===== config.mk =====
export PLATFORM = sky130hd
export DESIGN_NAME = column_boundary_scanner_core
export DESIGN_NICKNAME = d
export VERILOG_FILES = /design/src/sv/cbs_pkg.sv /design/src/sv/column_boundary_scanner_core.sv /design/src/sv/cbs_ram.sv
export SDC_FILE = /design/constraint.sdc
export NUM_CORES = 2
export LEC_CHECK = 0
export BUFFER_PORTS_ARGS = -buffer_cell sky130_fd_sc_hd__buf_2
export CAP_MARGIN = 0
export CORE_ASPECT_RATIO = 0.8
export CORE_MARGIN = 8
export CORE_UTILIZATION = 44
export DETAILED_ROUTE_END_ITERATION = 10
export GPL_TIMING_DRIVEN = 0
export HOLD_SLACK_MARGIN = 0.03
export PLACE_DENSITY_LB_ADDON = 0.25
export SLEW_MARGIN = 20
export SYNTH_ARGS = -nofsm -noshare
export SYNTH_HDL_FRONTEND = slang
export SYNTH_SLANG_ARGS = --single-unit

===== constraint.sdc =====
create_clock -name clk -period 11.6 [get_ports clk]
set_input_delay 1.16 -clock clk [delete_from_list [all_inputs] [get_ports clk]]
set_output_delay 1.16 -clock clk [all_outputs]
set_load 0.005 [all_outputs]

===== src/sv/cbs_pkg.sv =====
package cbs_pkg;

	localparam int COORD_W = 10;
	localparam int ROWS_W = 11;
	localparam int STACK_DEPTH_DEFAULT = 128;
	localparam logic [ROWS_W-1:0] ROWS_RESET = 11'd240;
	localparam int ENTRY_W = 2 * COORD_W;

	localparam logic CMD_PIXEL = 1'b0;
	localparam logic CMD_DRAIN = 1'b1;

	typedef struct packed {
		logic               command;
		logic               white;
		logic [COORD_W-1:0] column;
		logic [COORD_W-1:0] row;
	} in_item_t;

	typedef struct packed {
		logic [COORD_W-1:0] point_x;
		logic [COORD_W-1:0] point_y;
		logic               is_lower;
		logic               stack_empty;
		logic               overflowed;
	} out_item_t;

endpackage


===== src/sv/column_boundary_scanner_core.sv =====
// Column boundary scanner.
// Items enter on item/item_valid/item_ready. A pixel item (command pixel) carries one
// binary pixel of a column, top row first; a drain item pops one stored lower point.
// Results leave on result/result_valid/result_ready: an upper point for the first white
// pixel of a column, and one result for every drain item. Other pixel items give none.
// cfg_we with cfg_data sets the number of rows per column; write it only while idle.
// An accepted item passes the read stage, where the stack memory is read, and then the
// output register before result_valid rises. One item is taken per cycle while the
// receiver keeps up. The exception is a column's last row that pushes both the held
// lower point and the last row: the stack memory has one write port, so item_ready
// drops for one cycle to write the second entry.
// When the receiver stalls, one result waits in the output register and one more in the
// read stage; item_ready falls once both are occupied.
// Reset clears the flags, the stack count and the sticky overflow flag and sets the row
// count to 240. The stack memory needs no clearing; only written entries are ever read.
// A push to a full stack is dropped and sets the overflow flag.
module column_boundary_scanner_core #(
	parameter int STACK_DEPTH = cbs_pkg::STACK_DEPTH_DEFAULT
) (
	input  logic                          clk,
	input  logic                          arst_n,
	input  logic                          cfg_we,
	input  logic [cbs_pkg::ROWS_W-1:0]    cfg_data,
	input  logic                          item_valid,
	output logic                          item_ready,
	input  cbs_pkg::in_item_t             item,
	output logic                          result_valid,
	input  logic                          result_ready,
	output cbs_pkg::out_item_t            result
);

	localparam int AW = $clog2(STACK_DEPTH);
	localparam int CW = $clog2(STACK_DEPTH + 1);
	localparam int XW = cbs_pkg::COORD_W;
	localparam logic [CW-1:0] FULL_COUNT = CW'(STACK_DEPTH);

	logic [cbs_pkg::ROWS_W-1:0] image_rows_q;
	logic                       upper_found_q;
	logic                       lower_found_q;
	logic                       held_valid_q;
	logic [XW-1:0]              held_row_q;
	logic [CW-1:0]              count_q;
	logic                       overflow_q;
	logic                       busy_q;
	logic [cbs_pkg::ENTRY_W-1:0] pend_entry_q;

	logic                       valid_s1;
	logic                       pop_s1;
	cbs_pkg::out_item_t         item_s1;
	cbs_pkg::out_item_t         result_q;
	logic                       result_valid_q;
	cbs_pkg::out_item_t         next_result;

	logic                       accept;
	logic                       pix;
	logic                       drn;
	logic                       s1_adv;
	logic                       uf0, lf0, hv0;
	logic                       uf_n, lf_n, hv_n;
	logic [XW-1:0]              hr_n;
	logic                       upper_hit;
	logic                       last_row;
	logic                       push1, push2;
	logic                       full;
	logic                       stack_empty;
	logic                       push_now;
	logic                       wr_en;
	logic [AW-1:0]              wr_addr;
	logic [cbs_pkg::ENTRY_W-1:0] wr_data;
	logic                       rd_en;
	logic [CW-1:0]              pop_count;
	logic [cbs_pkg::ENTRY_W-1:0] rd_data;
	logic [cbs_pkg::ROWS_W-1:0] last_row_idx;
	logic                       ovf_now;

	assign full = (count_q == FULL_COUNT);
	assign stack_empty = (count_q == '0);
	assign pop_count = count_q - CW'(1);

	assign s1_adv = valid_s1 && (!result_valid_q || result_ready);
	assign item_ready = !busy_q && (!valid_s1 || s1_adv);
	assign accept = item_valid && item_ready;
	assign pix = accept && (item.command == cbs_pkg::CMD_PIXEL);
	assign drn = accept && (item.command == cbs_pkg::CMD_DRAIN);

	assign last_row_idx = image_rows_q - cbs_pkg::ROWS_W'(1);

	always_comb begin
		uf0 = upper_found_q;
		lf0 = lower_found_q;
		hv0 = held_valid_q;
		if (item.row == '0) begin
			uf0 = 1'b0;
			lf0 = 1'b0;
			hv0 = 1'b0;
		end
		uf_n = uf0;
		lf_n = lf0;
		hv_n = hv0;
		hr_n = held_row_q;
		upper_hit = 1'b0;
		if (item.white && !uf0) begin
			uf_n = 1'b1;
			upper_hit = 1'b1;
		end else if (!item.white && uf0 && !lf0) begin
			hr_n = item.row;
			hv_n = 1'b1;
			lf_n = 1'b1;
		end else if (lf0 && item.white) begin
			lf_n = 1'b0;
		end
		last_row = ({1'b0, item.row} == last_row_idx);
		push1 = last_row && hv_n;
		push2 = last_row && uf_n && !lf_n;
	end

	assign push_now = pix && (push1 || push2);
	assign ovf_now = overflow_q || (push_now && full);

	always_comb begin
		wr_en = 1'b0;
		wr_data = pend_entry_q;
		if (busy_q) begin
			wr_en = !full;
		end else if (push_now) begin
			wr_en = !full;
			wr_data = {item.column, (push1 ? hr_n : item.row)};
		end
		wr_addr = count_q[AW-1:0];
	end

	assign rd_en = drn && !stack_empty;

	cbs_ram #(
		.WIDTH(cbs_pkg::ENTRY_W),
		.DEPTH(STACK_DEPTH)
	) u_stack (
		.clk  (clk),
		.we   (wr_en),
		.waddr(wr_addr),
		.wdata(wr_data),
		.re   (rd_en),
		.raddr(pop_count[AW-1:0]),
		.rdata(rd_data)
	);

	always_comb begin
		next_result = item_s1;
		if (pop_s1) begin
			next_result.point_x = rd_data[cbs_pkg::ENTRY_W-1:XW];
			next_result.point_y = rd_data[XW-1:0];
			next_result.is_lower = 1'b1;
		end
	end

	always_ff @(posedge clk or negedge arst_n) begin
		if (!arst_n) begin
			image_rows_q <= cbs_pkg::ROWS_RESET;
			upper_found_q <= 1'b0;
			lower_found_q <= 1'b0;
			held_valid_q <= 1'b0;
			held_row_q <= '0;
			count_q <= '0;
			overflow_q <= 1'b0;
			busy_q <= 1'b0;
			valid_s1 <= 1'b0;
			result_valid_q <= 1'b0;
		end else begin
			if (cfg_we) begin
				image_rows_q <= cfg_data;
			end
			if (pix) begin
				upper_found_q <= uf_n;
				lower_found_q <= lf_n;
				held_valid_q <= hv_n;
				held_row_q <= hr_n;
			end
			if (busy_q) begin
				busy_q <= 1'b0;
				if (full) begin
					overflow_q <= 1'b1;
				end else begin
					count_q <= count_q + CW'(1);
				end
			end else if (push_now) begin
				busy_q <= push1 && push2;
				overflow_q <= ovf_now;
				if (!full) begin
					count_q <= count_q + CW'(1);
				end
			end else if (rd_en) begin
				count_q <= pop_count;
			end
			if (accept && (drn || upper_hit)) begin
				valid_s1 <= 1'b1;
			end else if (s1_adv) begin
				valid_s1 <= 1'b0;
			end
			if (s1_adv) begin
				result_valid_q <= 1'b1;
			end else if (result_ready) begin
				result_valid_q <= 1'b0;
			end
		end
	end

	always_ff @(posedge clk) begin
		if (push_now && push1 && push2) begin
			pend_entry_q <= {item.column, item.row};
		end
		if (accept) begin
			pop_s1 <= drn && !stack_empty;
			if (drn) begin
				item_s1 <= '{point_x: '0, point_y: '0, is_lower: 1'b0,
					stack_empty: stack_empty, overflowed: overflow_q};
			end else begin
				item_s1 <= '{point_x: item.column, point_y: item.row, is_lower: 1'b0,
					stack_empty: 1'b0, overflowed: ovf_now};
			end
		end
		if (s1_adv) begin
			result_q <= next_result;
		end
	end

	assign result_valid = result_valid_q;
	assign result = result_q;

endmodule


===== src/sv/cbs_ram.sv =====
module cbs_ram #(
	parameter int WIDTH = 20,
	parameter int DEPTH = 128
) (
	input  logic                     clk,
	input  logic                     we,
	input  logic [$clog2(DEPTH)-1:0] waddr,
	input  logic [WIDTH-1:0]         wdata,
	input  logic                     re,
	input  logic [$clog2(DEPTH)-1:0] raddr,
	output logic [WIDTH-1:0]         rdata
);

	logic [WIDTH-1:0] mem [DEPTH];

	always_ff @(posedge clk) begin
		if (we) begin
			mem[waddr] <= wdata;
		end
		if (re) begin
			rdata <= mem[raddr];
		end
	end

endmodule


# Word level (Yosys, flattened, before mapping)
# Memories as Yosys holds them, arrays and structs flattened. A register that Yosys moved wholly into a read port is not among the register bits.
# Cells that the tools add are included.
# totals
out_inout_bits	25
mem_count	1
word_cells	104
ram_bits	2560
reg_bits	103
# op_classes
mux	34
reduce_logical	40
n_addsub	3
eq_ne	3
n_bitwise	1
# memory_table
name	words	word_bits	read_ports	rd_ports_with_merged_regs	write_ports	line_no	rtl
u_stack.mem	128	20	1	1	1	cbs_ram.sv:14	logic [WIDTH-1:0] mem [DEPTH];
# ops
operator	n
$mux 20	2
$mux 8	4
$mux 10	3
$mux 1	24
$mux 21	1
$logic_and 1x1->1	19
$eq 10x11->1	1
$sub 11x1->11 const B	1
$logic_not 10->1	1
$logic_not 1->1	9
$add 8x1->8 const B	1
$eq 8x8->1 const B	1
$logic_not 8->1	1
$sub 8x1->8 const B	1
$reduce_bool 2->1	3
$logic_or 1x1->1	5
$reduce_bool 3->1	1
$ne 2x1->1 const B	1
$reduce_and 2->1	1
$not 1->1	1

# Longest topological paths before layout
# logic_depth
word_depth	14
depth_mapped	15

# Cells and area by module
# From an unflattened synthesis, not the netlist that was laid out.
# hier_totals
hier_cells	4178
hier_area_um2	102962.5
# modules_own_cells
mod	instances	cells_per_inst	seq_area_each_um2	area_per_inst_um2
cbs_ram	1	3812	77474.3	98156.6
column_boundary_scanner_core	1	366	2887.8	4805.9

# Worst setup path after synthesis
# No wires, ideal clock.
# synth_path
path_type	input -> register
from	input port result_ready
to	memory u_stack.mem[0][1], data pin
setup_time_ps	1197
cell_stages	10
arrival_ps	8070
required_time_ps	10403
n_path_buf	2
path_slack_ps	2333
cell_sequence	nand3b_1 > and2_1 > nand2_1 > inv_1 > nand2b_1 > a211o_1 > or3_1 > clkbuf_1 > clkbuf_1 > o21ai_0
# synth_between
elab_chain_len	9
# synth_rtl
element	line_no	rtl
start: declaration	column_boundary_scanner_core.sv:28	input logic result_ready,
$logic_or 1x1->1	column_boundary_scanner_core.sv:80	assign s1_adv = valid_s1 && (!result_valid_q || result_ready);
$logic_and 1x1->1	column_boundary_scanner_core.sv:80	
$logic_or 1x1->1	column_boundary_scanner_core.sv:81	assign item_ready = !busy_q && (!valid_s1 || s1_adv);
$logic_and 1x1->1	column_boundary_scanner_core.sv:81	
via item_ready	column_boundary_scanner_core.sv:25	output logic item_ready,
$logic_and 1x1->1	column_boundary_scanner_core.sv:82	assign accept = item_valid && item_ready;
via accept	column_boundary_scanner_core.sv:54	logic accept;
$logic_and 1x1->1	column_boundary_scanner_core.sv:83	assign pix = accept && (item.command == cbs_pkg::CMD_PIXEL);
$logic_and 1x1->1	column_boundary_scanner_core.sv:117	assign push_now = pix && (push1 || push2);
$mux 20	column_boundary_scanner_core.sv:125	end else if (push_now) begin
$mux 20	column_boundary_scanner_core.sv:123	if (busy_q) begin
via u_stack.wdata[1]	cbs_ram.sv:8	input logic [WIDTH-1:0] wdata,
end: declaration	cbs_ram.sv:14	
# The timed path passes the listed nets, and every way through them passes these cells.

# Worst setup path in the final report
# layout_path
from	register count_q[0]
to	register u_stack.rdata[1] (read register of u_stack.mem), data pin
# layout_between
elab_chain_len	3
# layout_rtl
element	line_no	rtl
start: declaration	column_boundary_scanner_core.sv:42	logic [CW-1:0] count_q;
start signal: assignment	column_boundary_scanner_core.sv:183	count_q <= count_q + CW'(1);
start signal: assignment	column_boundary_scanner_core.sv:189	count_q <= count_q + CW'(1);
start signal: assignment	column_boundary_scanner_core.sv:192	count_q <= pop_count;
branches (longest 3 deep; another with $sub 8x1->8)	n/a	
end: declaration	cbs_ram.sv:11	output logic [WIDTH-1:0] rdata
# Several ways; the timed one is not identified.
# A chain may end at the register's enable or synchronous reset.

==> qor.csv <==
metric,value,unit
outcome,completed,
grt_usage,0.2264,
num_vias,50770,
cts_max_path_buffers,4,
h-tree-depth,5,
cp-end-kind,flip-flop,
antenna_found_initial,18,
grt_pass1_vias,49690,
postCtsSetupRepairBufs,0,
viasPerCell,6.127,
netlist_area,103000,sq um
power_density,254.0,nW/um^2
finalCritPeriodShare,0.6439,
wl,285.8,mm
drive_gt1_frac,0.3320,
synth_cells,4401,
dr_wl_met3,35.52,mm
core,233800,sq um
drt-initial-drc-count,7676,
port_buffers,62,
slew_headroom,0.1529,
synth_cell_types,55,
whs,220.3,ps
pre_cts_slack,4345,ps
p_seq_frac,0.347,
cts_tree,done,
drtPass1Iterations,6,
drc,0,
cts_sinks,2682,
switching_power,10690,uW
highest_layer,met5,
dp.cells,7798,
syn_to_final_growth,18.06,%
synth-seq-area-share,0.7800,
fin_crit,7469,ps
cts.reportedPaths.clkPinSlew,60,ps
rsz0062_at_grt,no,
synth-async-reset-ratio,0.01342,
leakagePower,0.03765,uW
crit_type,flip-flop to flip-flop,
wl_met2,119.0,mm
start_util,0.4407,
synth_edf_count,2646,
drtAntennaViolNets,0,
synth_warnings,0,
ys_ff_latch,2682,
internal-power,20200,uW
skew,76.66,ps
cts_inserted_buffers,281,
crit_required,12260,ps
hold_path_class,primary input to asynchronous set/reset pin,
root_buffer,clkbuf_16,
dieArea,250000,sq um
fin_util,0.5204,
arrival,8130,ps
die_y,448.8,microns
netSwitchingFraction,0.3460,
avgSynthCellArea,23.41,sq um
p_clk_frac,0.272,
worstSetupStartpointType,flip-flop,
grt_max_degree,129,
slew_viol_final,0,
tightest_slew,1271,ps
hold_viol,0,
combPwrFrac,0.381,
wirelength_met1,119.9,mm
overflow,0,
hpwl,195.8,mm
synth-main-ff-cell,edfxtp_1,
peakVddDrop,0.1648,mV
setup-violations-final,0,
worstRegToRegCells,15,
fin_ws,4131,ps
wl_per_cell,34.48,microns
clock_latency,930,ps
cts-hold-fix-buffers,0,
row_count,159,
finalNonFillerCells,8287,
ios,63,
max_freq,133.9,MHz
synth_fp_nets,4442,
grt_pass1_wl,397.0,mm
nFillCells,17830,
place.gp.congestion,0.8971,
layout.nets,4985,
cap_violations,0,
die_w,557.0,microns
critical_path_peak_fanout,10,
postCtsResizedCells,0,
-- routing by layer --
layer	vias to the layer above	track usage
met3	522	0.07038
met1	27380	0.3451
li1	19850	-
met2	3016	0.3087
met5	-	0.001151
met4	4	0.07695
-- flip-flops by register name, indices dropped and copies added, names as in the netlist --
register / count
u_stack.mem: 2560
result: 23
item_s1: 22
pend_entry_q: 20
u_stack.rdata: 20
image_rows_q: 11
held_row_q: 10
count_q: 8
busy_q: 1
held_valid_q: 1
lower_found_q: 1
overflow_q: 1
pop_s1: 1
result_valid: 1
upper_found_q: 1
valid_s1: 1
-- per-stage QoR --
stage	setup TNS [ps]	area (sq um)	power [uW]
4_1_cts	0	121500	30840
3_5_place_dp	0	113200	22480
2_1_floorplan	0	103000	17730
6_report	0	121600	30890
3_3_place_gp	-6537220	107300	22300
5_1_grt	0	121600	31820
-- power groups by stage --
stage          clock [uW]  combinational, uW  sequential, uW
6_report             8410              11800           10700
5_1_grt              8880              12200           10700
3_5_place_dp            0              11600           10900
2_1_floorplan           0               6860           10900
4_1_cts              8520              11600           10700
3_3_place_gp            0              11400           10900
-- cells in the mapped netlist, types with 2 or more instances --
cell type,count,area share
edfxtp_1,2646,0.77
mux4_2,800,0.17
nand2_1,204,0.0074
clkbuf_1,182,0.0066
nor2_1,143,0.0052
nand3_1,92,0.0045
mux2_2,47,0.0051
buf_1,36,0.0013
dfrtp_1,32,0.0078
and2_1,25,0.0015
and4_1,21,0.0018
o21ai_0,20,0.00097
nor3_1,17,0.00083
mux2i_1,12,0.0012
buf_2,11,0.00053
xnor2_1,11,0.00094
xor2_1,11,0.00094
a21oi_1,8,0.00039
nand2b_1,8,0.00049
inv_1,7,0.00026
nand4_1,6,0.00036
nor2b_1,5,0.00030
dfstp_2,4,0.0010
nand3b_1,4,0.00029
a31oi_1,3,0.00018
ha_1,3,0.00036
nand3_2,3,0.00029
nor4_1,3,0.00018
o211ai_1,3,0.00022
or3_1,3,0.00018
a22o_1,2,0.00017
mux2_4,2,0.00029
nor3b_1,2,0.00015
o21bai_1,2,0.00015
or2_2,2,0.00012
or4_4,2,0.00022
-- placed cells by master, fill, tap and decap left out, types with 32 or more instances in the layout --
master / Yosys / routed
dfrtp_1: 32 / 32
clkbuf_16: 0 / 285
edfxtp_1: 2646 / 2646
buf_2: 11 / 95
clkbuf_1: 182 / 200
buf_16: 0 / 141
mux4_2: 800 / 800
mux2_2: 47 / 39
clkinv_1: 0 / 62
clkbuf_2: 0 / 53
nand2_1: 204 / 204
nor2_4: 0 / 122
nand3_1: 92 / 92
clkinv_2: 0 / 36
-- worst max-delay path, stage by stage, from the launching register on --
cell and delay, ps:
dfrtp_1 400, buf_2 460, buf_2 610, buf_2 570
clkbuf_1 450, inv_1 110, ha_1 300, clkbuf_1 150
clkbuf_2 640, clkbuf_1 780, clkbuf_1 910, mux4_2 450
mux4_2 590, nand2_1 120, nand3_1 300, and4_1 320
-- path summary, 6_finish.rpt --
kind | startpoint | to | slack (ps)
max | count_q[0] | u_stack.rdata[1] | 4130
min | arst_n | image_rows_q[8] | 220
max reg2reg | count_q[0] | u_stack.rdata[1] | 4130
min reg2reg | item_s1[0] | result[0] | 420
max in group asynchronous | arst_n | count_q[3] | 10900
min in group clk | item_s1[0] | result[0] | 420
-- area by class of cell --
type	count	area (sq um)	share of cell area
inverter	7	26.28	0.0002160
clock inverter	125	952.2	0.007828
multi-input combinational	1481	22980	0.1889
clock buffer	353	7407	0.06090
buffer	231	983.4	0.008085
tap	3139	3928	0.03229
sequential	2682	80360	0.6607
timing repair buffer	260	4977	0.04092
antenna	9	22.52	0.0001852
-- kinds of logic (layout without fill, tap and decap cells) --
| kind of cell | count (synthesis) | count (layout) | share of synthesized area |
|---|---|---|---|
| flip-flops | 2682 | 2682 | 0.7800 |
| multiplexers | 861 | 861 | 0.1815 |
| AND/OR/NAND/NOR | 545 | 545 | 0.02425 |
| buffers and inverters | 238 | 976 | 0.008914 |
| AO/OA/AOI/OAI | 50 | 50 | 0.003097 |
| XOR/XNOR | 22 | 22 | 0.001870 |
| adder cells (fa/ha/maj) | 3 | 3 | 0.0003644 |
| other | 0 | 9 | 0 |
No activity file was read; power rests on OpenSTA's default activity.
